### src/hdl/lcdnw_pkg.sv
`timescale 1ns / 1ps

package lcdnw_pkg;

	// Operation codes of a request
	localparam logic [2:0] OP_CHAR = 3'd0;
	localparam logic [2:0] OP_UDEC = 3'd1;
	localparam logic [2:0] OP_SDEC = 3'd2;
	localparam logic [2:0] OP_HEX  = 3'd3;
	localparam logic [2:0] OP_BIN  = 3'd4;

	// Bus constants
	localparam logic [7:0] CMD_SET_ADDR = 8'h80;
	localparam logic [7:0] LINE2_OFFSET = 8'h40;
	localparam logic [7:0] CHR_ZERO     = 8'h30;
	localparam logic [7:0] CHR_UPPER_A  = 8'h41;
	localparam logic [7:0] CHR_PLUS     = 8'h2B;
	localparam logic [7:0] CHR_MINUS    = 8'h2D;

	localparam int MAX_DIGITS = 16;
	localparam int POS_W      = $clog2(MAX_DIGITS);
	localparam int NUM_W      = 16;
	localparam int BCD_W      = 20;

	// Which byte the datapath loads into the output register
	typedef enum logic [1:0] {
		SEL_ADDR,
		SEL_SIGN,
		SEL_CHAR,
		SEL_DIGIT
	} sel_t;

	typedef struct packed {
		logic load;
		logic emit;
		sel_t sel;
		logic last;
	} dp_cmd_t;

	typedef struct packed {
		logic [2:0] op;
		logic       cnt_zero;
		logic       pos_zero;
		logic       conv_busy;
	} dp_status_t;

endpackage

### src/hdl/lcdnw_ctrl.sv
`timescale 1ns / 1ps

module lcdnw_ctrl (
	input  logic                  clk,
	input  logic                  arst_n,
	input  logic                  in_valid,
	output logic                  in_ready,
	output logic                  out_valid,
	input  logic                  out_ready,
	input  lcdnw_pkg::dp_status_t status,
	output lcdnw_pkg::dp_cmd_t    cmd
);

	typedef enum logic [2:0] {
		ST_IDLE,
		ST_ADDR,
		ST_SIGN,
		ST_CHAR,
		ST_DIGIT
	} state_t;

	state_t state_q;
	state_t state_d;
	logic   out_valid_q;
	logic   slot_free;
	logic   is_dec;

	assign slot_free = !out_valid_q || out_ready;
	assign is_dec    = (status.op == lcdnw_pkg::OP_UDEC) || (status.op == lcdnw_pkg::OP_SDEC);
	assign in_ready  = (state_q == ST_IDLE);
	assign out_valid = out_valid_q;

	always_comb begin
		cmd      = '0;
		cmd.sel  = lcdnw_pkg::SEL_ADDR;
		state_d  = state_q;
		unique case (state_q)
			ST_IDLE: begin
				if (in_valid) begin
					cmd.load = 1'b1;
					state_d  = ST_ADDR;
				end
			end
			ST_ADDR: begin
				if (slot_free) begin
					cmd.emit = 1'b1;
					cmd.sel  = lcdnw_pkg::SEL_ADDR;
					if (status.op == lcdnw_pkg::OP_CHAR) begin
						state_d = ST_CHAR;
					end else if (status.op == lcdnw_pkg::OP_SDEC) begin
						state_d = ST_SIGN;
					end else if ((status.op == lcdnw_pkg::OP_UDEC ||
							status.op == lcdnw_pkg::OP_HEX ||
							status.op == lcdnw_pkg::OP_BIN) && !status.cnt_zero) begin
						state_d = ST_DIGIT;
					end else begin
						// unknown operation or no digits: address command ends the run
						cmd.last = 1'b1;
						state_d  = ST_IDLE;
					end
				end
			end
			ST_SIGN: begin
				if (slot_free) begin
					cmd.emit = 1'b1;
					cmd.sel  = lcdnw_pkg::SEL_SIGN;
					cmd.last = status.cnt_zero;
					state_d  = status.cnt_zero ? ST_IDLE : ST_DIGIT;
				end
			end
			ST_CHAR: begin
				if (slot_free) begin
					cmd.emit = 1'b1;
					cmd.sel  = lcdnw_pkg::SEL_CHAR;
					cmd.last = 1'b1;
					state_d  = ST_IDLE;
				end
			end
			ST_DIGIT: begin
				// decimal digits wait for the BCD shifter to finish
				if (slot_free && !(is_dec && status.conv_busy)) begin
					cmd.emit = 1'b1;
					cmd.sel  = lcdnw_pkg::SEL_DIGIT;
					cmd.last = status.pos_zero;
					if (status.pos_zero) begin
						state_d = ST_IDLE;
					end
				end
			end
			default: begin
				state_d = ST_IDLE;
			end
		endcase
	end

	always_ff @(posedge clk or negedge arst_n) begin
		if (!arst_n) begin
			state_q     <= ST_IDLE;
			out_valid_q <= 1'b0;
		end else begin
			state_q <= state_d;
			if (cmd.emit) begin
				out_valid_q <= 1'b1;
			end else if (out_ready) begin
				out_valid_q <= 1'b0;
			end
		end
	end

endmodule

### src/hdl/lcdnw_dpath.sv
`timescale 1ns / 1ps

module lcdnw_dpath (
	input  logic                  clk,
	input  logic                  arst_n,
	input  logic [2:0]            operation,
	input  logic [1:0]            line,
	input  logic [5:0]            column,
	input  logic [15:0]           number,
	input  logic [4:0]            digit_count,
	input  logic [7:0]            char_code,
	input  lcdnw_pkg::dp_cmd_t    cmd,
	output lcdnw_pkg::dp_status_t status,
	output logic                  is_data,
	output logic [7:0]            bus_byte,
	output logic                  last
);

	localparam int CNT_W = $clog2(lcdnw_pkg::NUM_W + 1);

	logic [2:0]                    op_q;
	logic [1:0]                    line_q;
	logic [5:0]                    column_q;
	logic [7:0]                    char_q;
	logic [lcdnw_pkg::NUM_W-1:0]   val_q;
	logic [lcdnw_pkg::NUM_W-1:0]   sh_q;
	logic [lcdnw_pkg::BCD_W-1:0]   bcd_q;
	logic [lcdnw_pkg::BCD_W-1:0]   bcd_adj;
	logic [CNT_W-1:0]              conv_cnt_q;
	logic [lcdnw_pkg::POS_W-1:0]   pos_q;
	logic                          cnt_zero_q;
	logic                          neg_q;
	logic                          is_data_q;
	logic [7:0]                    bus_byte_q;
	logic                          last_q;

	logic [lcdnw_pkg::NUM_W-1:0]   mag;
	logic [lcdnw_pkg::POS_W-1:0]   pos_init;
	logic                          cnt_zero_init;
	logic [7:0]                    addr_byte;
	logic [3:0]                    digit;
	logic [7:0]                    digit_byte;
	logic [7:0]                    next_byte;

	// magnitude: negate in signed mode; -32768 comes out as 0x8000
	assign mag = (operation == lcdnw_pkg::OP_SDEC && number[15]) ? (~number + 16'd1) : number;

	// clamp the count to MAX_DIGITS, then keep the top position index
	always_comb begin
		if (digit_count >= 5'(lcdnw_pkg::MAX_DIGITS)) begin
			pos_init      = lcdnw_pkg::POS_W'(lcdnw_pkg::MAX_DIGITS - 1);
			cnt_zero_init = 1'b0;
		end else begin
			pos_init      = lcdnw_pkg::POS_W'(digit_count - 5'd1);
			cnt_zero_init = (digit_count == 5'd0);
		end
	end

	// add 3 to every BCD digit of five or more before the shift
	always_comb begin
		for (int i = 0; i < lcdnw_pkg::BCD_W / 4; i++) begin
			bcd_adj[i*4 +: 4] = (bcd_q[i*4 +: 4] >= 4'd5) ? (bcd_q[i*4 +: 4] + 4'd3)
				: bcd_q[i*4 +: 4];
		end
	end

	always_comb begin
		addr_byte = {2'b00, column_q} + 8'hFF;
		if (line_q != 2'd1) begin
			addr_byte = addr_byte + lcdnw_pkg::LINE2_OFFSET;
		end
		addr_byte = addr_byte | lcdnw_pkg::CMD_SET_ADDR;
	end

	always_comb begin
		case (op_q)
			lcdnw_pkg::OP_HEX: begin
				digit = (pos_q < 4) ? 4'(val_q >> {pos_q, 2'b00}) : 4'd0;
			end
			lcdnw_pkg::OP_BIN: begin
				digit = {3'b000, val_q[pos_q]};
			end
			default: begin
				digit = (pos_q < 5) ? 4'(bcd_q >> {pos_q, 2'b00}) : 4'd0;
			end
		endcase
		digit_byte = (digit < 4'd10) ? (lcdnw_pkg::CHR_ZERO + {4'd0, digit})
			: (lcdnw_pkg::CHR_UPPER_A + {4'd0, digit} - 8'd10);
	end

	always_comb begin
		case (cmd.sel)
			lcdnw_pkg::SEL_ADDR:  next_byte = addr_byte;
			lcdnw_pkg::SEL_SIGN:  next_byte = neg_q ? lcdnw_pkg::CHR_MINUS : lcdnw_pkg::CHR_PLUS;
			lcdnw_pkg::SEL_CHAR:  next_byte = char_q;
			default:              next_byte = digit_byte;
		endcase
	end

	always_ff @(posedge clk or negedge arst_n) begin
		if (!arst_n) begin
			conv_cnt_q <= '0;
		end else if (cmd.load) begin
			conv_cnt_q <= CNT_W'(lcdnw_pkg::NUM_W);
		end else if (conv_cnt_q != '0) begin
			conv_cnt_q <= conv_cnt_q - 1'b1;
		end
	end

	always_ff @(posedge clk) begin
		if (cmd.load) begin
			op_q       <= operation;
			line_q     <= line;
			column_q   <= column;
			char_q     <= char_code;
			val_q      <= mag;
			sh_q       <= mag;
			bcd_q      <= '0;
			pos_q      <= pos_init;
			cnt_zero_q <= cnt_zero_init;
			neg_q      <= number[15];
		end else begin
			if (conv_cnt_q != '0) begin
				bcd_q <= {bcd_adj[lcdnw_pkg::BCD_W-2:0], sh_q[lcdnw_pkg::NUM_W-1]};
				sh_q  <= {sh_q[lcdnw_pkg::NUM_W-2:0], 1'b0};
			end
			if (cmd.emit && cmd.sel == lcdnw_pkg::SEL_DIGIT) begin
				pos_q <= pos_q - 1'b1;
			end
		end
		if (cmd.emit) begin
			is_data_q  <= (cmd.sel != lcdnw_pkg::SEL_ADDR);
			bus_byte_q <= next_byte;
			last_q     <= cmd.last;
		end
	end

	assign status.op        = op_q;
	assign status.cnt_zero  = cnt_zero_q;
	assign status.pos_zero  = (pos_q == '0);
	assign status.conv_busy = (conv_cnt_q != '0);

	assign is_data  = is_data_q;
	assign bus_byte = bus_byte_q;
	assign last     = last_q;

endmodule

### src/hdl/character_lcd_number_writer.sv
`timescale 1ns / 1ps

// Character-LCD number writer.
// Input channel (in_valid/in_ready): one transaction is one request carrying
// operation, line, column, number, digit_count and char_code.
// Output channel (out_valid/out_ready): one transaction is one LCD bus write
// (is_data, bus_byte, last). A request yields a set-address command, then
// either one character, an optional sign and 0..16 digits, or nothing more
// for an unknown operation; last marks the final write of the run.
// The address command is sent from the ADDR state after acceptance, through
// the output register. Decimal digits come from a 16-step binary-to-BCD
// shifter started at acceptance; the digit state waits until it is done. One
// request is in work at a time: in_ready rises once the last write is loaded
// into the output register, so the next request is taken while that write
// still waits.
// Reset clears the controller and the output valid; no writes are pending.
// A stalled receiver holds the output register and freezes the run.

module character_lcd_number_writer (
	input  logic        clk,
	input  logic        arst_n,
	input  logic        in_valid,
	output logic        in_ready,
	input  logic [2:0]  operation,
	input  logic [1:0]  line,
	input  logic [5:0]  column,
	input  logic [15:0] number,
	input  logic [4:0]  digit_count,
	input  logic [7:0]  char_code,
	output logic        out_valid,
	input  logic        out_ready,
	output logic        is_data,
	output logic [7:0]  bus_byte,
	output logic        last
);

	lcdnw_pkg::dp_cmd_t    cmd;
	lcdnw_pkg::dp_status_t status;

	// sequence the run: address, sign or char, digits
	lcdnw_ctrl u_ctrl (
		.clk       (clk),
		.arst_n    (arst_n),
		.in_valid  (in_valid),
		.in_ready  (in_ready),
		.out_valid (out_valid),
		.out_ready (out_ready),
		.status    (status),
		.cmd       (cmd)
	);

	// hold the request, convert to BCD, build each bus byte
	lcdnw_dpath u_dpath (
		.clk         (clk),
		.arst_n      (arst_n),
		.operation   (operation),
		.line        (line),
		.column      (column),
		.number      (number),
		.digit_count (digit_count),
		.char_code   (char_code),
		.cmd         (cmd),
		.status      (status),
		.is_data     (is_data),
		.bus_byte    (bus_byte),
		.last        (last)
	);

	// a request in work blocks the next one
	a_busy_after_accept: assert property (@(posedge clk) disable iff (!arst_n)
		(in_valid && in_ready) |=> !in_ready)
		else $error("request taken while previous run active");

	// a write that is not the last of its run means the run is still going
	a_mid_run_busy: assert property (@(posedge clk) disable iff (!arst_n)
		(out_valid && !last) |-> !in_ready)
		else $error("idle with an unfinished run");

	// every command write is a set-address command
	a_cmd_is_addr: assert property (@(posedge clk) disable iff (!arst_n)
		(out_valid && !is_data) |-> bus_byte[7])
		else $error("command write without set-address bit");

endmodule
### config.mk
export PLATFORM = sky130hd
export DESIGN_NAME = character_lcd_number_writer
export DESIGN_NICKNAME = d
export VERILOG_FILES = /design/src/hdl/lcdnw_pkg.sv /design/src/hdl/lcdnw_ctrl.sv /design/src/hdl/lcdnw_dpath.sv /design/src/hdl/character_lcd_number_writer.sv
export SDC_FILE = /design/constraint.sdc
export NUM_CORES = 1
export LEC_CHECK = 0
export BUFFER_PORTS_ARGS = -buffer_cell sky130_fd_sc_hd__buf_2
export CORE_MARGIN = 3
export CORE_UTILIZATION = 64
export CTS_CLUSTER_SIZE = 10
export DETAILED_ROUTE_END_ITERATION = 8
export PLACE_DENSITY = 0.86
export SKIP_CTS_REPAIR_TIMING = 1
export SLEW_MARGIN = 20
export SYNTH_ARGS = -nofsm -noshare
export SYNTH_HDL_FRONTEND = slang
export SYNTH_SLANG_ARGS = --single-unit
### constraint.sdc
create_clock -name clk -period 8 [get_ports clk]
set_clock_uncertainty 0.2 [all_clocks]
set_input_delay 2.4 -clock clk [delete_from_list [all_inputs] [get_ports clk]]
set_output_delay 2.4 -clock clk [all_outputs]
set_load 0.01 [all_outputs]
## Word level (Yosys, flattened, before mapping)

Index checks and enable logic that the tools add are counted.

- Register bits: 96
- Input port bits: 44
- Output and inout bits: 12
- Logic and storage cells: 130

- Add/sub/neg operators: 14
- Magnitude comparators: 10
- Equal/unequal tests: 19
- Shift-type cells: 2
- Mux-type cells: 45
- Bitwise logic cells: 1
- Reduce and logical (&&, ||, !) cells: 23

Operators with widths:

| cell | number |
|---|---|
| 4-bit two-way mux | 13 |
| 16-bit two-way mux | 3 |
| 3-bit two-way mux | 12 |
| 8-bit case mux with 3 select lines | 1 |
| 4-bit by 3-bit greater-or-equal comparator with 1-bit output, second input constant | 5 |
| 20-bit by 6-bit >> shifter with 4-bit output | 1 |
| 16-bit by 1-bit adder with 16-bit output, second input constant | 1 |
| 4-bit by 2-bit adder with 4-bit output, second input constant | 4 |
| 16-bit inverter | 1 |
| 4-bit case mux with 4 select lines | 1 |
| 16-bit by 6-bit >> shifter with 4-bit output | 1 |
| 3-bit by 2-bit == test with 1-bit output, second input constant | 5 |
| 3-bit case mux with 5 select lines | 1 |
| 2-bit by 1-bit != test with 1-bit output, second input constant | 6 |
| 5-bit two-way mux | 2 |
| 7-bit by 4-bit adder with 8-bit output, first input constant | 1 |
| 4-bit by 3-bit less-than comparator with 1-bit output, second input constant | 2 |
| 1-bit two-way mux | 8 |
| 8-bit two-way mux | 1 |
| 4-bit case mux with 2 select lines | 1 |
| 2-bit nonzero test | 4 |
| 4-bit by 1-bit subtractor with 4-bit output, second input constant | 2 |
| 8-bit by 4-bit subtractor with 8-bit output, second input constant | 1 |
| 6-bit by 4-bit adder with 7-bit output, first input constant | 1 |
| 23 further kinds | 36 |

## Longest topological paths before layout

- Depth after elaboration: 13
- Mapped depth: 13
- Gate-level depth less buffers: 11

## Hierarchy

From an unflattened synthesis, not the netlist that was laid out.

- Cells, all modules: 514
- Area total of the unflattened synthesis: 5351.4 µm²

By module, submodules not included:

| module | times used | cells an instance | area an instance (µm²) | seq. area each (µm²) |
|---|---|---|---|---|
| lcdnw_dpath | 1 | 466 | 4968.5 | 2537.4 |
| lcdnw_ctrl | 1 | 48 | 382.9 | 100.1 |

## Worst setup path before layout

Ideal clock, no wire load.

- Path type: input port to flip-flop
- Start: input port in_valid
- End: register u_dpath.char_q[0] (enable)
- Library setup time: 0.416 ns
- Data arrival time: 4.060 ns
- Data required time: 7.384 ns
- Path slack: 3.325 ns
- Cell stages on the path: 4
- Buffers on the path: 2
- Cell sequence: nand2_1 > inv_1 > buf_2 > buf_1

RTL lines:

| item | line | source |
|---|---|---|
| start: declaration | character_lcd_number_writer.sv:22 | `input logic in_valid,` |
| end signal: assignment | lcdnw_dpath.sv:115 | `char_q <= char_code;` |
| end: declaration | lcdnw_dpath.sv:24 | `logic [7:0] char_q;` |

## Worst setup path in the final report

- Start: input port in_valid
- End: register u_dpath.sh_q[11] in the netlist's numbering (data pin)

- Cells in the longest elaborated chain, start to end: 3

RTL lines:

| item | line | source |
|---|---|---|
| 1-bit two-way mux | lcdnw_ctrl.sv:39 | `if (in_valid) begin` |
| 1-bit two-way mux | lcdnw_ctrl.sv:37 | `unique case (state_q)` |
| 16-bit two-way mux | lcdnw_dpath.sv:111 | `if (cmd.load) begin` |
| end signal: assignment | lcdnw_dpath.sv:117 | `sh_q <= mag;` |
| end signal: assignment | lcdnw_dpath.sv:125 | `sh_q <= {sh_q[lcdnw_pkg::NUM_W-2:0], 1'b0};` |
| end: declaration | lcdnw_dpath.sv:26 | `logic [lcdnw_pkg::NUM_W-1:0] sh_q;` |

Every way passes these cells.
A chain may end at the register's enable or synchronous reset.

==> results_dict.tcl <==
set metrics [dict create \
    synthArstFlopShare_pct 9.375 \
    fin_ws_ns 3.624 \
    top_usage_layer "met2" \
    rsz0062_at_grt "false" \
    post-place-ws_ns 3.267 \
    wl_per_cell_um 17.28 \
    multiInputGateArea_mm2 0.002519 \
    grt_pass1_wl_um 19360 \
    vias_per_cell 6.141 \
    synth_top_family_by_area "simple AND/OR/NAND/NOR gates" \
    wl_um 11750 \
    cts-root-buf "clkbuf_8" \
    maxSlewHeadroom_pct 33.09 \
    syn-num-nets 587 \
    row_count 32 \
    grtUsageMet1_pct 30.46 \
    grt_pass1_vias 4086 \
    cts_tree "yes" \
    syn_area_per_cell_um2 10.20 \
    finalNetCount 636 \
    layout_common_cells "nand2_1, edfxtp_1, buf_2" \
    cp_data_arrival_time_ns 4.30 \
    die_w_um 97.38 \
    critPathKind "in -> reg" \
    clock_sinks 96 \
    seq_area_mm2 0.002638 \
    synthCells 524 \
    die_h_um 97.38 \
    syn-cell-area_mm2 0.005344 \
    fillers 542 \
    reg2reg_slack_ns 4.61 \
    use_met3_pct 2.728 \
    yosysWarnings 0 \
    power_frac_comb_pct 40.1 \
    swShare_pct 39.88 \
    post-route-period-util_pct 54.70 \
    ys_dominant_reg_cell "edfxtp_1" \
    route.vias.total 4176 \
    core-area_mm2 0.007928 \
    p_seq_share_pct 44.8 \
    crit_fanout 42 \
    synth_seq_cells 96 \
    antenna_cells 0 \
    drc 0 \
    finalSetupViolCount 0 \
    p_per_area_mw_per_mm2 357.2 \
    endpoint_kind "register" \
    dr.pass1.iters 5 \
    grt_antenna_before_repair 0 \
    synth_compound_area_share_pct 13.56 \
    place.gp.congestion 0.8316 \
    cts_buffers 9 \
    path_clk_slew_ns 0.10 \
    drive_above_1_share_pct 18.51 \
    clk_latency_ns 0.37 \
    grt_usage_pct 25.05 \
    worst_ep_required_time_ns 7.92 \
    p_sw_w 0.0008416 \
    grt.overflow.total 0 \
    grt_use_met2_pct 44.75 \
    portBuffers 55 \
    ant_nets 0 \
    place_hpwl_um 8275 \
    io_pins 56 \
    hold_violations 0 \
    drv_cap 0 \
    final_common_cell "nand2_1" \
    synth_edf_count 67 \
    worst_setup_path_start_kind "input port" \
    holdPathEnd "u_dpath.bcd_q[17]$_SDFFE_PP0P_" \
    power.leakage_nw 2.352 \
    syn_to_final_growth_pct 10.54 \
    synth_mux_area_share_pct 6.884 \
    worstMarginPinSlew_ns 1.001 \
    reg2reg_from "u_dpath.pos_q[0]$_DFFE_PP_" \
    reg2regPathDepth 12 \
    synth_adder_area_share_pct 4.449 \
    status "finished clean" \
    p_int_w 0.001269 \
    worstHoldStart "u_dpath.bcd_q[17]$_SDFFE_PP0P_" \
    ir_drop_v 0.0001670 \
    r2r_end "u_dpath.bus_byte[2]$_DFFE_PP_" \
    layout_min_cycle_time_ns 4.376 \
    cts_max_level 3 \
    hold_class "reg -> reg" \
    clkPwrFrac_pct 15.1 \
    drt_iter0_markers 323 \
    clock.fmax_ghz 0.2285 \
    final_max_slew_viol_count 0 \
    start_util_pct 67.41 \
    synth_cell_types 67 \
    synth_xor_xnor_area_share_pct 4.730 \
    hold_depth 2 \
    die_area_mm2 0.009482 \
    cts_max_path_buffers 2 \
    tns_ns 0 \
    grt_max_degree 43 \
    ys_seq_area_share_pct 49.36 \
    yosys.area_share.simple_pct 17.40 \
]
critical path, stage by stage:
cell and delay (ns):
buf_2 0.10, nand2_1 0.05, buf_4 0.22, inv_2 0.55
buf_4 0.55, mux2_2 0.39
state kept, by name, summed over array words and instances, names as in the netlist, 4 cells and up:
name	flops
u_dpath.sh_q	16
u_dpath.val_q	16
u_dpath.conv_cnt_q	5
u_dpath.bcd_q	20
u_dpath.char_q	8
u_dpath.pos_q	4
u_dpath.column_q	6
u_dpath.bus_byte	8
metal layers:
| layer | wire (um) | share of wire (%) |
|---|---|---|
| met3 | 673 | 5.7 |
| met1 | 4638 | 39 |
| met2 | 6013 | 51 |
| met5 | 0 | 0 |
| met4 | 425 | 3.6 |
worst max path at each step:
stage	start	to	slack, ns	depth (start not counted)
5_1_grt	in_valid	u_dpath.sh_q[12]$_DFFE_PP_	3.50	6
6_report	in_valid	u_dpath.sh_q[11]$_DFFE_PP_	3.62	6
3_5_place_dp	in_valid	u_dpath.sh_q[11]$_DFFE_PP_	3.27	6
4_1_cts	in_valid	u_dpath.sh_q[11]$_DFFE_PP_	3.66	6
3_3_place_gp	in_valid	u_dpath.sh_q[8]$_DFFE_PP_	3.35	6
2_1_floorplan	in_valid	u_dpath.char_q[0]$_DFFE_PP_	3.32	4
cells by family (layout without fill, tap and decap cells):
kind of cell / count (synthesis) / in the layout
adder cells (fa/ha/maj): 19 / 19
multiplexers: 30 / 30
flip-flops: 96 / 96
AND/OR/NAND/NOR: 189 / 189
buffers and inverters: 48 / 102
AO/OA/AOI/OAI: 114 / 114
XOR/XNOR: 28 / 28
cells in the mapped netlist (9+ instances only):
master / number / area share (%)
clkbuf_1: 11 / 0.77
nand2_1: 81 / 5.7
xnor2_1: 16 / 2.6
nand3_1: 13 / 1.2
a21oi_1: 42 / 3.9
dfrtp_1: 9 / 4.2
mux2i_1: 15 / 2.8
mux2_2: 10 / 2.1
inv_1: 26 / 1.8
edfxtp_1: 67 / 38
dfxtp_1: 20 / 7.5
nand2b_1: 9 / 1.1
xor2_1: 11 / 1.8
ha_1: 19 / 4.4
o21ai_0: 24 / 2.2
nor2_1: 32 / 2.2
nor3_1: 18 / 1.7
metrics by stage:
step | area, um^2 | utilization [%] | std cells | hold WS (ns) | power, W
2_1_floorplan | 5344 | - | 524 | 0.2535 | 0.001540
3_3_place_gp | 5680 | 71.65 | 663 | 0.2699 | 0.001704
3_5_place_dp | 5680 | 71.65 | 663 | 0.2864 | 0.001767
4_1_cts | 5873 | 74.08 | 679 | 0.3000 | 0.002089
5_1_grt | 5907 | 74.51 | 680 | 0.3395 | 0.002252
6_report | 5907 | 74.51 | 680 | 0.2990 | 0.002110
power by group through the flow:
stage / clock (W) / combinational, W / sequential, W
2_1_floorplan: 0 / 0.000660 / 0.000880
3_3_place_gp: 0 / 0.000756 / 0.000949
3_5_place_dp: 0 / 0.000805 / 0.000962
4_1_cts: 0.000319 / 0.000814 / 0.000955
5_1_grt: 0.000338 / 0.000942 / 0.000972
6_report: 0.000320 / 0.000846 / 0.000945
area by class of cell:
type	count	area share (%)
clock buffer	9	2.097
clock inverter	7	1.165
inverter	26	1.652
multi-input combinational	380	42.64
sequential	96	44.65
tap	102	2.161
timing repair buffer	60	5.634
(Power assumes the default switching activity.)
